`src/design/lru_fifo.sv`:
```
// Small synchronous queue used between the front, back and result side.
module lru_fifo #(
  parameter int unsigned WIDTH = 32,
  parameter int unsigned DEPTH = 2
) (
  input  logic             clk,
  input  logic             rst,
  input  logic             wr_en,
  input  logic [WIDTH-1:0] wr_data,
  output logic             full,
  input  logic             rd_en,
  output logic [WIDTH-1:0] rd_data,
  output logic             empty
);
  localparam int unsigned PTR_W = (DEPTH > 1) ? $clog2(DEPTH) : 1;
  localparam int unsigned CNT_W = $clog2(DEPTH + 1);

  logic [WIDTH-1:0] store [DEPTH];
  logic [PTR_W-1:0] wr_ptr;
  logic [PTR_W-1:0] rd_ptr;
  logic [CNT_W-1:0] count;
  logic             do_wr;
  logic             do_rd;

  assign full    = (count == CNT_W'(DEPTH));
  assign empty   = (count == '0);
  assign do_wr   = wr_en && !full;
  assign do_rd   = rd_en && !empty;
  assign rd_data = store[rd_ptr];

  // Advance pointers and occupancy
  always_ff @(posedge clk) begin
    if (rst) begin
      wr_ptr <= '0;
      rd_ptr <= '0;
      count  <= '0;
    end else begin
      if (do_wr) begin
        wr_ptr <= (wr_ptr == PTR_W'(DEPTH - 1)) ? '0 : wr_ptr + 1'b1;
      end
      if (do_rd) begin
        rd_ptr <= (rd_ptr == PTR_W'(DEPTH - 1)) ? '0 : rd_ptr + 1'b1;
      end
      if (do_wr && !do_rd) begin
        count <= count + 1'b1;
      end else if (do_rd && !do_wr) begin
        count <= count - 1'b1;
      end
    end
  end

  // Hold entry data
  always_ff @(posedge clk) begin
    if (do_wr) begin
      store[wr_ptr] <= wr_data;
    end
  end

endmodule

```
`config.mk`:
```
export PLATFORM = sky130hd
export DESIGN_NAME = lru_fifo
export DESIGN_NICKNAME = d
export VERILOG_FILES = /design/src/design/lru_fifo.sv
export SDC_FILE = /design/constraint.sdc
export NUM_CORES = 1
export LEC_CHECK = 0
export BUFFER_PORTS_ARGS = -buffer_cell sky130_fd_sc_hd__buf_2
export CORE_MARGIN = 2
export CORE_UTILIZATION = 46
export CTS_CLUSTER_DIAMETER = 80
export DETAILED_ROUTE_END_ITERATION = 12
export GPL_ROUTABILITY_DRIVEN = 0
export GPL_TIMING_DRIVEN = 0
export PLACE_DENSITY = 0.77
export SLEW_MARGIN = 20
export SYNTH_ARGS = -nofsm -noshare
export SYNTH_HDL_FRONTEND = slang
export SYNTH_SLANG_ARGS = --single-unit
```
`constraint.sdc`:
```
create_clock -name clk -period 1.8 [get_ports clk]
set_clock_uncertainty 0.05 [all_clocks]
set_input_delay 0.18 -clock clk [delete_from_list [all_inputs] [get_ports clk]]
set_output_delay 0.18 -clock clk [all_outputs]
set_load 0.005 [all_outputs]
```
Yosys cells after proc, flatten, opt, wreduce, memory -nomap -nowiden

Memories as Yosys holds them, arrays and structs flattened. A register that Yosys moved wholly into a read port is not among the register bits.
Cells that the tools add are included.

Bits in registers: 4
Bits in writable memories: 64
Bits of input ports: 36
Output and inout bits: 34
Logic and storage cells: 27
Memories kept: 1

Memory list:

| memory | depth | width | read ports | clocked after Yosys merged registers in | wr ports | line | RTL |
|---|---|---|---|---|---|---|---|
| store  | 2     | 32    | 1          | 1                                       | 1        | 18   | `logic [WIDTH-1:0] store [DEPTH];` |

Add/sub/neg operators: 4
Equal/unequal tests: 1
Muxes and demuxes: 8
Reduce and logical (&&, ||, !) cells: 10

Operators by type and width:

| operator              | number |
|---|---|
| $mux W1               | 6 |
| $logic_and A1 B1 Y1   | 4 |
| $logic_not A1 Y1      | 4 |
| $mux W2               | 2 |
| $add A1 B1 Y1 const B | 2 |
| $add A2 B1 Y2 const B | 1 |
| $eq A2 B2 Y1 const B  | 1 |
| $logic_not A2 Y1      | 1 |
| $reduce_bool A2 Y1    | 1 |
| $sub A2 B1 Y2 const B | 1 |

Longest topological paths before layout

Gate-level depths: netlist of the first run.

Word-level depth: 7
Gate-level depth with buffers: 6
Depth with buffers taken out: 6

Least setup slack after synthesis of the first run

No wires, ideal clock.

Path type: flip-flop to flip-flop
Start: reg count[1]
End: mem store[0][0] (enable)
Setup time: 0.387 ns
Data arrival time: 1.449 ns
Setup slack: -0.085 ns
Cell stages (with the launch flop): 4
Period minus slack after synthesis: 1.885 ns
Cells stage by stage: dfxtp_1 -> nor2b_2 -> or3_1 -> inv_1

Word-level cells in the longest chain between the ends: 5

Ends and longest elaborated chain:

| element                       | line | RTL |
|---|---|---|
| from (decl)                   | 21   | `logic [CNT_W-1:0] count;` |
| from (signal assigned)        | 45   | `count <= count + 1'b1;` |
| from (signal assigned)        | 47   | `count <= count - 1'b1;` |
| $eq A2 B2 Y1                  | 25   | `assign full = (count == CNT_W'(DEPTH));` |
| net full                      | 10   | `output logic full,` |
| $logic_not A1 Y1              | 27   | `assign do_wr = wr_en && !full;` |
| $logic_and A1 B1 Y1           | 27   |  |
| $mux W1                       | 54   | `if (do_wr) begin` |
| $mux W1 (implied by the code) | 55   | `store[wr_ptr] <= wr_data;` |
| to (decl)                     | 18   |  |

The timed path passes the listed nets, and every way through them passes these cells.

==> results.sh, run 1 <==
export IMPL_clk_pin_slew_ns=0.07
export IMPL_ys_seq_elements=69
export IMPL_grt_antenna_before_repair=0
export IMPL_routed_wl_um=4540
export IMPL_clock_path_buffers=2
export IMPL_crit_path_max_incr_delay_ns=0.41
export IMPL_hold_viol=0
export IMPL_cts_made_buffers=9
export IMPL_p_per_area_nw_per_um2=1260
export IMPL_final_common_cell="buf_2"
export IMPL_r2r_cells=4
export IMPL_finalCriticalPeriod_ns=1.69
export IMPL_crit_chain="buf_4 -> mux2_2 -> buf_2"
export IMPL_hold_path_class="in -> reg"
export IMPL_whs_ns=0.0199
export IMPL_synth_nets=162
export IMPL_via_per_inst=4.72
export IMPL_r2r_start="count[0]$_SDFFE_PP0P_"
export IMPL_synthToLayoutAreaGrowth_pct=39.2
export IMPL_syn_area_um2=2530
export IMPL_finalSetupViolCount=0
export IMPL_path_buf_inv=2
export IMPL_rrSetupSlack_ns=0.16
export IMPL_crit_slowest_cell="dfxtp_1"
export IMPL_crit_cells=3
export IMPL_ioPinCount=70
export IMPL_max_vdd_ir_drop_v=0.000799
export IMPL_startpoint_type="register"
export IMPL_maxSlewViolCount=0
export IMPL_grt_usage=0.157
export IMPL_first_iter_violations=81
export IMPL_leakage_nw=1.34
export IMPL_diodes=0
export IMPL_die_y_um=78.1
export IMPL_arrival_ns=1.46
export IMPL_status="finished clean"
export IMPL_max_slew_margin_rel=0.702
export IMPL_maxCapViolCount=0
export IMPL_fin_nets=276
export IMPL_dieWidth_um=78.1
export IMPL_fmax_mhz=593
export IMPL_floorplan_die_area_um2=6100
export IMPL_grt_pass1_wl_um=7070
export IMPL_grt_overflow=0
export IMPL_cts_sinks=69
export IMPL_drtPass1Iterations=5
export IMPL_route_vias_total=1483
export IMPL_worstPathRequired_ns=1.57
export IMPL_yosysTopAreaCellShare=0.761
export IMPL_ys_warn_count=0
export IMPL_synth_top_area_cell="edfxtp_1"
export IMPL_dp_hpwl_um=2680
export IMPL_placementRows=26
export IMPL_fin_util=0.676
export IMPL_ctsHtreeMaxLevel=3
export IMPL_synthCells=125
export IMPL_grt_max_degree=33
export IMPL_tightestPinTransition_ns=0.448
export IMPL_critical_path_class="reg -> out"
export IMPL_coreArea_um2=5200
export IMPL_fillers=373
export IMPL_tritoncts="built"
export IMPL_drive_gt1_frac=0.492
export IMPL_worstPathMaxFanout=10
export IMPL_layout_common_cells="69 x buf_2, 64 x edfxtp_1, 32 x dlygate4sd3_1"
export IMPL_end_kind="output port"
export IMPL_synthTopCellsByArea="edfxtp_1 76%, mux2_2 13%, dfxtp_1 4.0%"
export IMPL_avgSynthCellArea_um2=20.2
export IMPL_yosysUniqueCellTypes=15
export IMPL_rsz0062_at_grt="no"
export IMPL_critPathTopFamily="flip-flops"
export IMPL_drc=0
export IMPL_ys_seq_area_frac=0.800
export IMPL_grt_pass1_vias=1541
export IMPL_ant_nets=0
export IMPL_start_util=0.485
export IMPL_clk_latency_ns=0.32
export IMPL_cts_root_buf="clkbuf_8"
export IMPL_reg2reg_to="count[1]$_SDFFE_PP0P_"
export IMPL_wl_per_cell_um=14.4
export IMPL_critPathCapture="rd_data[31]"
export IMPL_portBuffers=69
export IMPL_finalCritPeriodShare=0.938
[flip-flops by register name, indices dropped and copies added, names as in the netlist, named ones only]
name	count
rd_ptr	1
count	2
wr_ptr	1
store	64
[worst min path at each step]
| stage | from | end | slack (ns) | cells after the start |
|---|---|---|---|---|
| after floorplan | rst | count[1]$_SDFFE_PP0P_ | 0.20 | 1 |
| after global placement | wr_data[27] | store[0][27]$_DFFE_PP_ | 0.32 | 1 |
| after detailed placement | wr_data[10] | store[1][10]$_DFFE_PP_ | 0.32 | 1 |
| after CTS | rst | wr_ptr$_SDFFE_PP0P_ | 0.005 | 2 |
| after global routing | rst | wr_ptr$_SDFFE_PP0P_ | 0.01 | 2 |
| final | rst | wr_ptr$_SDFFE_PP0P_ | 0.02 | 2 |
[cells by family after synthesis]
group,count (synthesis),synth area share
compound gates,5,0.00990
mux,32,0.143
xor+xnor,3,0.0104
buf+inv,6,0.0134
fa+ha+maj,1,0.00495
simple gates,9,0.0183
flops,69,0.800
[per-stage QoR]
step / setup WS (ns) / setup TNS [ns] / instance area, µm² / power [W] / instances
detailed placement: -0.106 / -3.37 / 2960 / 0.00317 / 264
global placement: -0.0740 / -2.33 / 2960 / 0.00314 / 264
global route: 0.0258 / 0 / 3520 / 0.00465 / 314
finish: 0.112 / 0 / 3520 / 0.00444 / 314
floorplan: 0.175 / 0 / 2530 / 0.00275 / 125
CTS: 0.0245 / 0 / 3480 / 0.00442 / 312
[power breakdown]
group          leakage (nW)  internal (W)  total, W  switching (W)
clock                0.0947      0.000679   0.00119       0.000512
combinational         0.611      0.000620   0.00115       0.000531
sequential            0.639       0.00202   0.00210      0.0000762
total                  1.34       0.00332   0.00444        0.00112
[per-layer routing]
metal	vias to the layer above	part of all wire	global-route usage
met5	-	0	0
met4	0	0.018	0.0789
met3	9	0.052	0.0460
met2	60	0.50	0.266
met1	703	0.43	0.181
li1	711	-	-
[area by class of cell]
cell class | count | area, µm² | area share
buffer | 3 | 22.5 | 0.00640
timing repair inverter | 1 | 7.51 | 0.00213
sequential | 69 | 2020 | 0.575
inverter | 2 | 11.3 | 0.00320
tap | 70 | 87.6 | 0.0249
clock inverter | 2 | 35.0 | 0.00996
multi-input combinational | 50 | 473 | 0.134
clock buffer | 14 | 153 | 0.0434
timing repair buffer | 103 | 706 | 0.201
[what timing repair did]
item	in CTS	in global routing
hold endpoints to repair	64	0
setup buffers	0	2
setup endpoints to repair	62	64
resized for setup	1	1
hold buffers	32	0
gates cloned	1	0
[cell usage after synthesis]
cell / n
a21oi_1: 2
and2_1: 1
buf_4: 3
clkbuf_1: 1
dfxtp_1: 5
edfxtp_1: 64
ha_1: 1
inv_1: 2
mux2_1: 2
mux2_2: 30
nor2_1: 5
nor2b_2: 1
o21ai_0: 3
or3_1: 2
xor2_1: 3
Note: power is estimated with default switching activity, not from simulation.
==> inputs of run 2 (changes only) <==
--- a/config.mk
+++ b/config.mk
@@ -6,13 +6,14 @@
 export NUM_CORES = 1
 export LEC_CHECK = 0
 export BUFFER_PORTS_ARGS = -buffer_cell sky130_fd_sc_hd__buf_2
+export CORE_ASPECT_RATIO = 1.2
 export CORE_MARGIN = 2
-export CORE_UTILIZATION = 46
+export CORE_UTILIZATION = 51
 export CTS_CLUSTER_DIAMETER = 80
 export DETAILED_ROUTE_END_ITERATION = 12
 export GPL_ROUTABILITY_DRIVEN = 0
 export GPL_TIMING_DRIVEN = 0
-export PLACE_DENSITY = 0.77
+export PLACE_DENSITY = 0.81
 export SLEW_MARGIN = 20
 export SYNTH_ARGS = -nofsm -noshare
 export SYNTH_HDL_FRONTEND = slang
==> constraint.sdc (replaced) <==
create_clock -name clk -period 1.6 [get_ports clk]
set_clock_uncertainty 0.05 [all_clocks]
set_input_delay 0.24 -clock clk [delete_from_list [all_inputs] [get_ports clk]]
set_output_delay 0.24 -clock clk [all_outputs]
set_load 0.005 [all_outputs]
==> run 2 against run 1 <==
The run now ends with setup timing left. Flip-flop and latch count is the same. Final cell count shrank 11%. Die area shrank 9.3%. Largest cell class unchanged. Non-clock buffer count shrank 26. First-iteration DRC count shrank 8.6%.
==> results.sh, run 2 (synthesis results as in run 1) <==
export IMPL_worstPathMaxFanout=7
export IMPL_max_vdd_ir_drop_v=0.00122
export IMPL_path_buf_inv=3
export IMPL_die_y_um=81.1
export IMPL_grt_antenna_before_repair=0
export IMPL_wl_per_cell_um=16.8
export IMPL_ant_nets=0
export IMPL_grt_pass1_wl_um=7010
export IMPL_fin_nets=250
export IMPL_hold_path_class="in -> reg"
export IMPL_violations="setup timing"
export IMPL_final_common_cell="edfxtp_1"
export IMPL_finalCritPeriodShare=1.06
export IMPL_clock_path_buffers=2
export IMPL_ctsHtreeMaxLevel=3
export IMPL_first_iter_violations=74
export IMPL_end_kind="output port"
export IMPL_start_util=0.519
export IMPL_drtPass1Iterations=4
export IMPL_maxCapViolCount=0
export IMPL_routed_wl_um=4660
export IMPL_finalSetupViolCount=25
export IMPL_cts_made_buffers=9
export IMPL_layout_common_cells="64 x edfxtp_1, 39 x buf_2, 34 x buf_6"
export IMPL_worstPathRequired_ns=1.31
export IMPL_dieWidth_um=68.2
export IMPL_floorplan_die_area_um2=5530
export IMPL_grt_overflow=0
export IMPL_clk_pin_slew_ns=0.07
export IMPL_largest_reg_flops=64
export IMPL_tns_ns=-0.673
export IMPL_cts_sinks=69
export IMPL_top_regs="store x64, count x2"
export IMPL_crit_path_max_incr_delay_ns=0.42
export IMPL_maxSlewViolCount=0
export IMPL_diodes=0
export IMPL_drc=0
export IMPL_hold_viol=0
export IMPL_tritoncts="built"
export IMPL_fmax_mhz=592
export IMPL_crit_slowest_cell="dfxtp_4"
export IMPL_grt_pass1_vias=1444
export IMPL_clk_latency_ns=0.32
export IMPL_via_per_inst=4.95
export IMPL_critical_path_class="reg -> out"
export IMPL_status="finished with violations"
export IMPL_setup_slack_ns=-0.0891
export IMPL_largest_register="store"
export IMPL_p_per_area_nw_per_um2=1530
export IMPL_dp_hpwl_um=2730
export IMPL_crit_top_cell="buf_6"
export IMPL_finalCriticalPeriod_ns=1.69
export IMPL_ioPinCount=70
export IMPL_dp_worst_setup_slack_ns=-0.285
export IMPL_route_vias_total=1375
export IMPL_coreArea_um2=4870
export IMPL_placementRows=28
export IMPL_ctsHoldBuffers=0
export IMPL_grt_max_degree=33
export IMPL_drive_gt1_frac=0.592
export IMPL_startpoint_type="register"
export IMPL_arrival_ns=1.40
export IMPL_tightestPinTransition_ns=0.468
export IMPL_grt_usage=0.186
export IMPL_rsz0062_at_grt="yes"
export IMPL_max_slew_margin_rel=0.688
export IMPL_portBuffers=69
export IMPL_critPathTopFamily="flip-flops"
export IMPL_synthToLayoutAreaGrowth_pct=40.2
export IMPL_leakage_nw=1.40
export IMPL_fillers=292
export IMPL_whs_ns=0.0507
export IMPL_cts_root_buf="clkbuf_8"
export IMPL_dp_cells=254
export IMPL_finalNonFillerCells=278
export IMPL_crit_chain="buf_6 -> buf_8 -> mux2_4 -> buf_6"
-- run 2: changes by cell type in the layout (fill, tap and decap cells not counted), sizes merged --
cell / previous run / this run
bufinv: 1 / 0
buf: 74 / 80
clkbuf: 14 / 12
dlygate4sd3: 32 / 0
clkinv: 1 / 4
-- run 2: where the power goes --
part           switching (W)  internal [W]  total, W
logic               0.000719       0.00121   0.00193
registers           0.000123       0.00229   0.00241
clock network       0.000553      0.000543   0.00110
total                0.00139       0.00404   0.00543
-- run 2: worst register-to-register path: cells and delay by family, from the launching register on --
family | cells | cell delay (ns)
simple gates | 2 | 0.50
flops | 1 | 0.34
buf+inv | 1 | 0.29
-- run 2: metrics by stage --
| step | util | instance area (µm²) | total power (W) |
|---|---|---|---|
| final | 0.727 | 3540 | 0.00543 |
| after global routing | 0.727 | 3540 | 0.00571 |
| after detailed placement | 0.607 | 2960 | 0.00358 |
| after global placement | 0.607 | 2960 | 0.00353 |
| after CTS | 0.744 | 3620 | 0.00565 |
| after floorplan | - | 2540 | 0.00310 |
-- run 2: final cells by class --
cell class	instances	area, µm²	share of cell area
buffer	2	30.0	0.00848
timing repair buffer	78	641	0.181
inverter	2	11.3	0.00318
clock inverter	4	15.0	0.00424
multi-input combinational	50	599	0.169
timing repair inverter	1	7.51	0.00212
sequential	69	2030	0.573
tap	60	75.1	0.0212
clock buffer	12	135	0.0381
-- run 2: path summary, 6_finish.rpt --
path / slack [ns] / to / cells past startpoint / start
worst max register to register: 0.10 / store[0][14]$_DFFE_PP_ / 3 / count[1]$_SDFFE_PP0P_
worst max-delay path: -0.09 / rd_data[8] / 4 / register
worst min-delay path: 0.05 / store[1][31]$_DFFE_PP_ / 1 / wr_data[31]
worst min register to register: 0.45 / count[1]$_SDFFE_PP0P_ / 2 / count[1]$_SDFFE_PP0P_
-- run 2: routing by layer --
metal | global-route usage | vias up | wire, µm | part of all wire
met5 | 0 | - | 0 | 0
met4 | 0.0860 | 0 | 27 | 0.0058
met3 | 0.0665 | 2 | 215 | 0.046
met2 | 0.319 | 32 | 2620 | 0.56
met1 | 0.202 | 684 | 1800 | 0.39
li1 | - | 657 | - | -
-- run 2: timing repair --
item	in CTS	in global routing
buffers inserted	8	1
gates cloned	4	0
setup endpoints to repair	97	64
gates resized for setup	79	3
pin swaps	0	1
