[config.mk]
export PLATFORM = sky130hd
export DESIGN_NAME = lru_front
export DESIGN_NICKNAME = d
export VERILOG_FILES = /design/src/design/lru_pkg.sv /design/src/design/lru_front.sv
export SDC_FILE = /design/constraint.sdc
export NUM_CORES = 1
export LEC_CHECK = 0
export BUFFER_PORTS_ARGS = -buffer_cell sky130_fd_sc_hd__buf_4
export CORE_MARGIN = 8
export CORE_UTILIZATION = 33
export DETAILED_ROUTE_END_ITERATION = 6
export PLACE_DENSITY = 0.49
export SYNTH_ARGS = -nofsm -noshare
export SYNTH_HDL_FRONTEND = slang
export SYNTH_SLANG_ARGS = --single-unit
[constraint.sdc]
create_clock -name clk -period 3.5 [get_ports clk]
set_input_delay 0.525 -clock clk [delete_from_list [all_inputs] [get_ports clk]]
set_output_delay 0.525 -clock clk [all_outputs]
set_load 0.005 [all_outputs]
[src/design/lru_pkg.sv]
// Shared types and constants for the LRU page replacement block.
package lru_pkg;

  localparam int unsigned MAX_FRAMES_DEF = 64;
  localparam int unsigned QUEUE_DEPTH    = 2;

  localparam int unsigned ADDR_W    = 32;
  localparam int unsigned FRAME_W   = 6;
  localparam int unsigned TOTAL_W   = 32;
  localparam int unsigned TICK_W    = 64;
  localparam int unsigned FIU_W     = 7;
  localparam int unsigned DIV_STEPS = 32;
  localparam int unsigned STEP_W    = $clog2(DIV_STEPS);

  localparam int unsigned CFG_IDX_W  = 1;
  localparam int unsigned CFG_DATA_W = 32;

  localparam logic [CFG_IDX_W-1:0] REG_FRAMES_IN_USE = 1'b0;
  localparam logic [CFG_IDX_W-1:0] REG_PAGE_SIZE     = 1'b1;

  localparam logic [FIU_W-1:0]  FRAMES_RST    = 7'd64;
  localparam logic [ADDR_W-1:0] PAGE_SIZE_RST = 32'd4096;

  typedef struct packed {
    logic               fault;
    logic [FRAME_W-1:0] frame;
    logic [TOTAL_W-1:0] fault_total;
    logic [TOTAL_W-1:0] reference_total;
  } result_t;

endpackage

[src/design/lru_front.sv]
// Front end: accept an address and divide it by the page size, one bit a cycle.
module lru_front (
  input  logic                       clk,
  input  logic                       rst,
  input  logic                       push,
  output logic                       full,
  input  logic [lru_pkg::ADDR_W-1:0] address,
  input  logic [lru_pkg::ADDR_W-1:0] page_size,
  output logic                       q_push,
  output logic [lru_pkg::ADDR_W-1:0] q_data,
  input  logic                       q_full
);
  import lru_pkg::*;

  typedef enum logic [2:0] {
    F_IDLE = 3'b001,
    F_DIV  = 3'b010,
    F_PUSH = 3'b100
  } front_state_t;

  front_state_t      state;
  logic [STEP_W-1:0] step;
  logic [ADDR_W-1:0] quo;
  logic [ADDR_W-1:0] rem;
  logic [ADDR_W-1:0] divisor;
  logic [ADDR_W:0]   trial;
  logic [ADDR_W:0]   diff;
  logic              qbit;
  logic [ADDR_W-1:0] rem_next;

  assign full   = (state != F_IDLE);
  assign q_push = (state == F_PUSH) && !q_full;
  assign q_data = quo;

  // One restoring division step
  always_comb begin
    trial    = {rem, quo[ADDR_W-1]};
    diff     = trial - {1'b0, divisor};
    qbit     = !diff[ADDR_W];
    rem_next = qbit ? diff[ADDR_W-1:0] : trial[ADDR_W-1:0];
  end

  // Sequence accept, divide, hand off
  always_ff @(posedge clk) begin
    if (rst) begin
      state <= F_IDLE;
    end else begin
      unique case (state)
        F_IDLE: begin
          if (push) begin
            state <= F_DIV;
          end
        end
        F_DIV: begin
          if (step == STEP_W'(DIV_STEPS - 1)) begin
            state <= F_PUSH;
          end
        end
        F_PUSH: begin
          if (!q_full) begin
            state <= F_IDLE;
          end
        end
        default: state <= F_IDLE;
      endcase
    end
  end

  // Divider datapath; a zero page size divides by one
  always_ff @(posedge clk) begin
    if (state == F_IDLE) begin
      quo     <= address;
      rem     <= '0;
      step    <= '0;
      divisor <= (page_size == '0) ? ADDR_W'(1) : page_size;
    end else if (state == F_DIV) begin
      quo  <= {quo[ADDR_W-2:0], qbit};
      rem  <= rem_next;
      step <= step + 1'b1;
    end
  end

endmodule

Word-level counts from Yosys, hierarchy flattened
Cells that the tools add are included.
- register bits after elaboration: 104
- input bits: 68
- output and inout bits: 34
- add/sub/neg operators: 2
- eq/ne operators: 8
- multiplexer cells: 7
- reductions and logical operators: 6
- operators by type and width (operator ; number):
    2-to-1 mux 32 bit ; 3
    subtractor 33 x 32 -> 33 bit ; 1
    zero test 32 bit ; 1
    2-to-1 mux 3 bit ; 3
    case mux 3 bit (3 select lines) ; 1
    inequality test 2 bit (second input constant) ; 3
    adder 5 x 1 -> 5 bit (second input constant) ; 1
    == test 5 bit (second input constant) ; 1
    == test 3 x 1 -> 1 bit (second input constant) ; 1
    == test 3 x 2 -> 1 bit (second input constant) ; 1
    == test 3 bit (second input constant) ; 1
    inequality test 3 x 1 -> 1 bit (second input constant) ; 1
    AND reduction 3 bit ; 1
    zero test 1 bit ; 2
    nonzero test 2 bit ; 1
    logical AND 1 bit ; 1

Longest topological paths before layout
Gate-level depths: netlist of the first run.
- depth in word-level cells: 4
- gate-level depth with buffers: 14
- gate-level depth less buffers: 12

Worst setup path after synthesis of the first run
OpenSTA, ideal clock, no wires.
- path kind: flip-flop to flip-flop
- from: register quo[31] (netlist: q_data[31])
- to: register quo[0] (netlist: q_data[0]) (data pin)
- setup time: 0.309 ns
- arrival time: 2.698 ns
- setup slack: 0.492 ns
- cell stages (with the launch flop): 14
- buffers on the path: 2
- clock period less this slack: 3.008 ns
- path through: edfxtp_1 -> inv_1 -> ha_1 -> fa_1 -> nand2b_1 -> a21oi_2 -> o221ai_2 -> o21a_2 -> o31ai_4 -> a31oi_4 -> xor2_1 -> buf_6 -> buf_4 -> o21ai_1
- word-level cells in the longest chain between the ends: 4
- RTL lines (element ; RTL line ; source):
    from (decl) ; lru_front.sv:23 ; logic [ADDR_W-1:0] quo;
    from (signal assigned) ; lru_front.sv:72 ; quo <= address;
    from (signal assigned) ; lru_front.sv:77 ; quo <= {quo[ADDR_W-2:0], qbit};
    subtractor 33 x 32 -> 33 bit ; lru_front.sv:38 ; diff = trial - {1'b0, divisor};
    zero test 1 bit ; lru_front.sv:39 ; qbit = !diff[ADDR_W];
    2-to-1 mux 32 bit ; lru_front.sv:76 ; end else if (state == F_DIV) begin
    2-to-1 mux 32 bit ; lru_front.sv:71 ; if (state == F_IDLE) begin
No other way between the ends. The select of a mux whose other input is x is not followed.
A chain may end at the register's enable or synchronous reset.

Worst setup path in the final report of the first run
- from: register quo[31] (netlist: q_data[31])
- to: register rem[12]
- word-level cells in the longest chain between the ends: 2
- RTL lines (element ; RTL line ; source):
    subtractor 33 x 32 -> 33 bit ; lru_front.sv:38 ;
    2-to-1 mux 32 bit ; lru_front.sv:40 ; rem_next = qbit ? diff[ADDR_W-1:0] : trial[ADDR_W-1:0];
    to (signal assigned) ; lru_front.sv:78 ; rem <= rem_next;
    to (decl) ; lru_front.sv:24 ; logic [ADDR_W-1:0] rem;
No other way between the ends.

==> results.yml, run 1 <==
clocking:
  numCtsBuffers: 9
  root_buffer: "clkbuf_16"
  cts_tree: "done"
  clock-sinks: 104
  postCtsHoldBufs: 0
  path_clk_slew_ns: 0.08
  postCtsSetupBuffers: 0
  clock_latency_ns: 0.35
  cts_resized: 0
  htree_levels: 3
  cts.path.max_buffers: 2
detailed_routing:
  vias: 4656
  drtPass1Iterations: 4
  drt-met1-wl_um: 6970
  wl_met2_um: 7330
  antenna_left: 0
  routed.top_layer: "met4"
  via_per_inst: 5.04
  drt_iter0_drc: 349
  drc: 0
  wl_met3_um: 457
  avgRoutedWirePerCell_um: 16.1
  routed_wl_um: 14900
yosys:
  synth_warnings: 0
  synth_largest_area_cell: "edfxtp_1"
  synth-simple-area-share_pct: 17.2
  synth_top_family_by_area: "simple AND/OR/NAND/NOR gates"
  synthAdderAreaFrac_pct: 7.49
  synth_top_area_share_pct: 32.3
  synth-compound-area-share_pct: 12.7
  synth_edf_count: 64
  ys_seq_area_share_pct: 45.8
  syn_nets: 723
  async_flop_share_pct: 0
  yosys.cell_count.top_type: "nand3_1"
  synth.avg_cell_area_um2: 9.60
  ys_top_cells_by_area: "edfxtp_1 32%, dfxtp_1 13%, ha_1 7.2%"
  synthCells: 620
  yosysUniqueCellTypes: 56
  synthMuxAreaShare_pct: 5.87
  syn_area_mm2: 0.00595
  synth_common_cells: "69 x nand3_1, 64 x edfxtp_1, 62 x nand2_1"
  synth_seq_cells: 104
  ys.flop_type: "edfxtp_1"
  synthXorXnorAreaFrac_pct: 4.40
critical_path:
  end_kind: "flip-flop"
  crit_cells: 13
  worstPathArrival_ns: 3.55
  worst-setup-path-type: "reg -> reg"
  crit_path_cell_trace: "inv_1, ha_1, fa_1, nand2b_1, a21oi_2, o221ai_2, o21a_2, o31ai_4, a31oi_4, xor2_2, buf_12, or4_1, nand3_1"
  crit_end: "rem[12]"
  r2r-end: "rem[12]"
  worstRegToRegCells: 13
  worstSetupStartpoint: "q_data[31]"
  max_stage_delay_ns: 0.51
  cp_slowest_cell: "or4_1"
  crit_family: "compound AO/OA/AOI/OAI gates"
  rrSetupSlack_ns: 0.24
  critPathMaxFanout: 25
  required_ns: 3.80
  r2r_start: "q_data[31]"
  cp-start-kind: "flip-flop"
  cp_num_buf_inv: 2
flow_run:
  drv_cap: 0
sta:
  finalSetupViolCount: 0
  hold_violations: 0
  rsz0062_at_grt: "no"
  setup_tns_ns: 0
  final_min_period_over_clock_period_pct: 93.1
  period_needed_ns: 3.26
  slew_headroom_pct: 56.3
  finalClockSkew_ns: 0.00678
  finalMaxSlewViolations: 0
  max_slew.worst_pin.slew_ns: 0.656
  fmax_ghz: 0.307
floorplanning:
  fp.dieH_um: 150
  pin_count: 102
  num_rows: 49
  fp.dieArea_mm2: 0.0226
  coreArea_mm2: 0.0178
  die_w_um: 150
  start_util_pct: 33.3
worst_hold_path:
  min_from: "rst"
  hold_path.class: "in -> reg"
global_routing:
  grt_max_degree: 61
  grt_pass1_wl_um: 23900
  grt_pass1_vias: 4683
  grt_use_total_pct: 13.3
  grt-ovfl-total: 0
  antenna_found_initial: 0
layout:
  n_fill_cell: 1746
  drive_gt1_share_pct: 24.5
  fin_util_pct: 40.2
  diodes: 0
  area_growth_pct: 20.4
  layout.nets: 793
power_and_ir_drop:
  p_per_area_mw_per_mm2: 412
  p_leak_uw: 0.00304
  peakVddDrop_mv: 0.212
placed_design:
  gp_congestion: 0.846
  io_buffer_count: 101
  hpwl_um: 11100
status:
  outcome: "finished, final reports clean"
-- power breakdown --
| part | internal (µW) | switching [µW] |
|---|---|---|
| clock | 495 | 481 |
| combinational | 245 | 252 |
| sequential | 1430 | 45.1 |
| total | 2170 | 778 |
-- how the worst min path moves through the flow --
stage,end,slack (ns),depth (start not counted)
6_report,state[1],0.35,2
5_1_grt,state[2],0.33,2
4_1_cts,state[1],0.33,2
3_5_place_dp,step[4],0.45,2
3_3_place_gp,step[4],0.45,2
2_1_floorplan,step[4],0.44,2
-- stage by stage --
step / setup slack [ns] / hold slack (ns) / power [µW] / std cells / area [µm²]
global route: 0.0799 / 0.328 / 3090 / 924 / 7160
finish: 0.240 / 0.345 / 2950 / 924 / 7160
CTS: 0.212 / 0.326 / 3000 / 924 / 7160
global placement: 0.346 / 0.446 / 2000 / 908 / 6880
detailed placement: 0.252 / 0.454 / 2010 / 908 / 6880
floorplan: 0.492 / 0.441 / 1770 / 620 / 5950
-- flip-flops by register name (all words and copies together) (netlist names) --
register and cells:
rem 32, state 3, step 5, q_data 32
divisor 32
-- layer usage --
| metal | track usage, % | up-vias |
|---|---|---|
| met3 | 2.68 | 7 |
| met2 | 21.4 | 88 |
| met5 | 0 | - |
| li1 | - | 2359 |
| met4 | 4.65 | 0 |
| met1 | 17.5 | 2202 |
-- placed cells by master (no fill, tap or decap), drive strengths merged, types with 4 or more instances in the layout --
master	synthesis	layout
buf	6	112
nand3	69	69
edfxtp	64	64
nand2	62	62
inv	44	47
dfxtp	40	40
a21oi	35	35
ha	34	34
mux2	31	31
nor2	25	25
o21ai	22	22
xor2	16	16
xnor2	13	13
nor3	12	12
clkbuf	47	10
nor4	9	9
nand2b	8	8
a21o	6	6
o211ai	6	6
nand4	6	6
a32oi	6	6
a31oi	6	6
or3	5	5
o21a	5	5
o311ai	4	4
-- cells by family after synthesis --
kind of cell / after synthesis
AOI/OAI and AO/OA: 111
xor gates and xnor gates: 29
adders and majority gates: 35
buffers and inverters: 97
DFF: 104
muxes: 31
and+or+nand+nor: 213
-- final cells by class --
| cell class | instances | area (µm²) | area share, % |
|---|---|---|---|
| Multi-Input combinational cell | 419 | 2860 | 39.9 |
| Tap cell | 229 | 287 | 4.00 |
| Timing Repair Buffer | 112 | 853 | 11.9 |
| Clock inverter | 6 | 51.3 | 0.716 |
| Clock buffer | 10 | 229 | 3.20 |
| Sequential cell | 104 | 2720 | 38.0 |
| Inverter | 44 | 165 | 2.31 |
Power figures use the tool's default switching activity.
==> run 2: changes to the inputs <==
--- a/config.mk
+++ b/config.mk
@@ -10,6 +10,7 @@
 export CORE_UTILIZATION = 33
 export DETAILED_ROUTE_END_ITERATION = 6
 export PLACE_DENSITY = 0.49
+export REMOVE_ABC_BUFFERS = 1
 export SYNTH_ARGS = -nofsm -noshare
 export SYNTH_HDL_FRONTEND = slang
 export SYNTH_SLANG_ARGS = --single-unit
==> results.yml, run 2 (synthesis results as in run 1) <==
status:
  outcome: "finished, final reports clean"
sta:
  finalSetupViolCount: 0
  period_needed_ns: 3.28
  holdWs_ns: 0.344
  fmax_ghz: 0.305
  rsz0062_at_grt: "no"
  finalClockSkew_ns: 0.00809
  finalMaxSlewViolations: 0
  hold_violations: 0
  max_slew.worst_pin.slew_ns: 0.765
  slew_headroom_pct: 48.5
  final_min_period_over_clock_period_pct: 93.7
detailed_routing:
  drtPass1Iterations: 4
  routed_wl_um: 15400
  antenna_left: 0
  via_per_inst: 5.16
  vias: 4777
  avgRoutedWirePerCell_um: 16.6
  drt_iter0_drc: 217
  drc: 0
layout:
  layout_commonest_cell: "buf_4"
  stdcell_count: 925
  layout.nets: 794
  final_area_mm2: 0.00718
  drive_gt1_share_pct: 24.7
  final_cell_mix: "112 x buf_4, 69 x nand3_1, 64 x edfxtp_1"
  fin_util_pct: 40.2
  area_growth_pct: 20.7
  diodes: 0
global_routing:
  grt_pass1_vias: 5004
  grt_use_total_pct: 13.9
  grt-ovfl-total: 0
  antenna_found_initial: 0
  grt_pass1_wl_um: 24900
  grt_max_degree: 33
critical_path:
  end_kind: "flip-flop"
  critPathMaxFanout: 9
  worstPathArrival_ns: 3.57
  required_ns: 3.79
  cp_slowest_cell: "fa_1"
  r2r_start: "q_data[31]"
  cp-start-kind: "flip-flop"
  worstSetupStartpoint: "q_data[31]"
  worstRegToRegCells: 13
  worst-setup-path-type: "reg -> reg"
  crit_path_cell_trace: "inv_1, ha_1, fa_1, nand2b_1, a21oi_2, o221ai_2, o21a_2, o31ai_4, a31oi_4, xor2_4, buf_4, or3_1, nand3_1"
  max_stage_delay_ns: 0.38
  crit_end: "rem[19]"
  r2r-end: "rem[19]"
  rrSetupSlack_ns: 0.22
floorplanning:
  pin_count: 102
  fp.dieH_um: 150
  die_w_um: 150
  fp.dieArea_mm2: 0.0226
  coreArea_mm2: 0.0178
  start_util_pct: 33.3
  num_rows: 49
clocking:
  htree_levels: 3
  root_buffer: "clkbuf_16"
  cts_tree: "done"
  path_clk_slew_ns: 0.07
  cts.path.max_buffers: 2
  clock-sinks: 104
  clock_latency_ns: 0.35
  numCtsBuffers: 9
  postCtsHoldBufs: 0
placed_design:
  placedInstanceArea_mm2: 0.00687
  gp_congestion: 0.855
  io_buffer_count: 101
  hpwl_um: 11800
  dpl.cell_count: 908
power_and_ir_drop:
  peakVddDrop_mv: 0.237
  p_per_area_mw_per_mm2: 412
  p_leak_uw: 0.00304
  power.total_uw: 2960
flow_run:
  drv_cap: 0
worst_hold_path:
  hold_path.class: "in -> reg"
==> run 2: changes by cell type in the layout (fill, tap and decap cells not counted) <==
| cell | previous run | this run |
|---|---|---|
| clkinvlp_4 | 0 | 2 |
| nor2_2 | 0 | 1 |
| clkbuf_1 | 1 | 0 |
| xor2_2 | 1 | 0 |
| inv_8 | 1 | 0 |
| xor2_4 | 0 | 1 |
| buf_4 | 111 | 112 |
| clkbuf_8 | 0 | 1 |
| clkinv_2 | 1 | 2 |
| clkinv_4 | 2 | 0 |
| nor2_4 | 1 | 0 |
==> run 2: final cells by class <==
class                   instances  area [µm²]
fillers                      1763       10700
inverters                      44         165
clock inverters                 6        42.5
flip-flops and latches        104        2720
clock buffers                  10         239
repair buffers                113         861
well taps                     229         287
multi-input cells             419        2860
==> run 2: how the worst min path moves through the flow <==
stage            start  depth (start not counted)       end
4_1_cts            rst                          2  state[2]
2_1_floorplan  step[4]                          2   step[4]
6_report           rst                          2  state[2]
5_1_grt            rst                          2  state[2]
3_3_place_gp   step[4]                          2   step[4]
3_5_place_dp   step[1]                          2   step[1]
==> run 2: metrics by stage <==
stage                     TNS [ns]  setup slack, ns
after floorplan             -29.44           -0.522
after global placement           0            0.114
after detailed placement         0           0.0189
after CTS                        0            0.167
after global routing             0           0.0257
final                            0            0.222
==> run 2: power breakdown <==
part,internal (µW),switching (µW)
logic,246,251
registers,1430,48.9
clock network,505,476
==> run 2: critical path, delay by kind of cell, from the launching register on <==
| family | cells | cell delay [ns] |
|---|---|---|
| buffers and inverters | 2 | 0.27 |
| flip-flops | 1 | 0.36 |
| XOR/XNOR | 1 | 0.24 |
| adder cells (fa/ha/maj) | 2 | 0.59 |
| AND/OR/NAND/NOR | 3 | 0.63 |
| AO/OA/AOI/OAI | 5 | 1.10 |
==> run 2: repair_timing <==
item / in CTS / in global routing
endpoints found under the setup margin: 3 / 7
hold endpoints to repair: 0 / 0
pin swaps: 0 / 0
buffers inserted: 0 / 1
resized for setup: 1 / 0
==> run 2: metal layers <==
metal  global-route usage [%]  part of all wire [%]  wire length [µm]  up-vias
met3                     5.53                   9.0              1390       18
met4                     5.55                   1.9               297        0
li1                         -                     -                 -     2367
met5                        0                     0                 0        -
met2                     23.1                    47              7220      135
met1                     15.6                    42              6450     2257
==> run 3: changes to the inputs <==
--- a/config.mk
+++ b/config.mk
@@ -6,6 +6,7 @@
 export NUM_CORES = 1
 export LEC_CHECK = 0
 export BUFFER_PORTS_ARGS = -buffer_cell sky130_fd_sc_hd__buf_4
+export CORE_ASPECT_RATIO = 1.2
 export CORE_MARGIN = 8
 export CORE_UTILIZATION = 33
 export DETAILED_ROUTE_END_ITERATION = 6
==> results.yml, run 3 (synthesis results as in run 1) <==
status:
  outcome: "finished, final reports clean"
sta:
  rsz0062_at_grt: "no"
  finalSetupViolCount: 0
  hold_violations: 0
  period_needed_ns: 3.33
  finalMaxSlewViolations: 0
  holdWs_ns: 0.354
  final_min_period_over_clock_period_pct: 95.0
  finalClockSkew_ns: 0.00790
  fmax_ghz: 0.301
  slew_headroom_pct: 51.3
  max_slew.worst_pin.slew_ns: 0.731
worst_hold_path:
  min_from: "rst"
  hold_path.class: "in -> reg"
  worstHoldPathCells: 2
power_and_ir_drop:
  peakVddDrop_mv: 0.244
  p_leak_uw: 0.00305
  p_per_area_mw_per_mm2: 419
placed_design:
  placedInstanceArea_mm2: 0.00686
  hpwl_um: 11300
  gp_congestion: 0.835
  io_buffer_count: 101
critical_path:
  critPathMaxFanout: 12
  worst-setup-path-type: "reg -> reg"
  worstRegToRegCells: 13
  required_ns: 3.79
  cp-start-kind: "flip-flop"
  worstSetupStartpoint: "q_data[31]"
  r2r_start: "q_data[31]"
  rrSetupSlack_ns: 0.17
  worstPathArrival_ns: 3.62
  end_kind: "flip-flop"
global_routing:
  grt-ovfl-total: 0
  grt_use_total_pct: 13.4
  grt_max_degree: 61
  antenna_found_initial: 0
  grt_pass1_vias: 4928
  grt_pass1_wl_um: 24900
clocking:
  root_buffer: "clkbuf_16"
  clock_latency_ns: 0.35
  clock-sinks: 104
  cts.path.max_buffers: 2
  cts_tree: "done"
  htree_levels: 3
  path_clk_slew_ns: 0.08
  numCtsBuffers: 9
detailed_routing:
  avgRoutedWirePerCell_um: 16.5
  drt_iter0_drc: 273
  drc: 0
  antenna_left: 0
  via_per_inst: 5.17
  routed_wl_um: 15200
  drtPass1Iterations: 5
  vias: 4758
layout:
  final_cell_mix: "112 x buf_4, 69 x nand3_1, 64 x edfxtp_1"
  n_fill_cell: 1730
  layout.nets: 794
  diodes: 0
  drive_gt1_share_pct: 24.6
  layout_commonest_cell: "buf_4"
  area_growth_pct: 20.9
  final_area_mm2: 0.00720
floorplanning:
  fp.dieArea_mm2: 0.0226
  die_w_um: 139
  coreArea_mm2: 0.0179
  fp.dieH_um: 163
  start_util_pct: 33.2
  num_rows: 54
  pin_count: 102
flow_run:
  drv_cap: 0
[run 3: path summary, 6_finish.rpt]
path / end
worst min register to register: step[4]
worst min-delay path: state[1]
worst max register to register: rem[12]
worst max-delay path: rem[12]
[run 3: stage by stage]
stage               instances  util (%)  setup slack (ns)  setup TNS (ns)  power (µW)
CTS                       918      40.0          0.000367               0        3060
global placement          902      38.3             0.113               0        2010
floorplan                 567         -            -0.522          -29.44        1760
global route              920      40.2           0.00342               0        3160
finish                    920      40.2             0.175               0        3020
detailed placement        902      38.3            0.0213               0        2010
[run 3: what timing repair did]
action / CTS / global route
endpoints found under the setup margin: 0 / 28
hold buffers: 0 / 0
setup buffers: 0 / 2
resized for setup: 0 / 1
[run 3: routing by layer]
metal	up-vias	routed length, µm	share of wire, %	global-route usage [%]
li1	2367	-	-	-
met1	2243	6240	41	14.6
met2	134	7580	50	23.5
met3	14	1150	7.6	4.89
met4	0	195	1.3	4.26
met5	-	0	0	0
[run 3: layout make-up]
class	count	area [µm²]	area share [%]
Clock buffer	9	225	3.13
Inverter	44	165	2.30
Clock inverter	7	80.1	1.11
Timing Repair Buffer	113	861	12.0
Tap cell	224	280	3.89
Sequential cell	104	2720	37.8
Multi-Input combinational cell	419	2860	39.8
[run 3: worst max-delay path, cell delays in order (launching register included)]
cell and delay (ns):
edfxtp_1 0.34, inv_1 0.06, ha_1 0.21, fa_1 0.38, nand2b_1 0.20, a21oi_2 0.18, o221ai_2 0.12, o21a_2 0.26
o31ai_4 0.26, a31oi_4 0.17, xor2_4 0.25, buf_4 0.24, or4_1 0.52, nand3_1 0.08
[run 3: where the power goes]
part           switching, µW  internal (µW)  total [µW]
clock network            478            564        1040
logic                    251            245         495
registers               49.1           1430        1480
total                    778           2240        3020
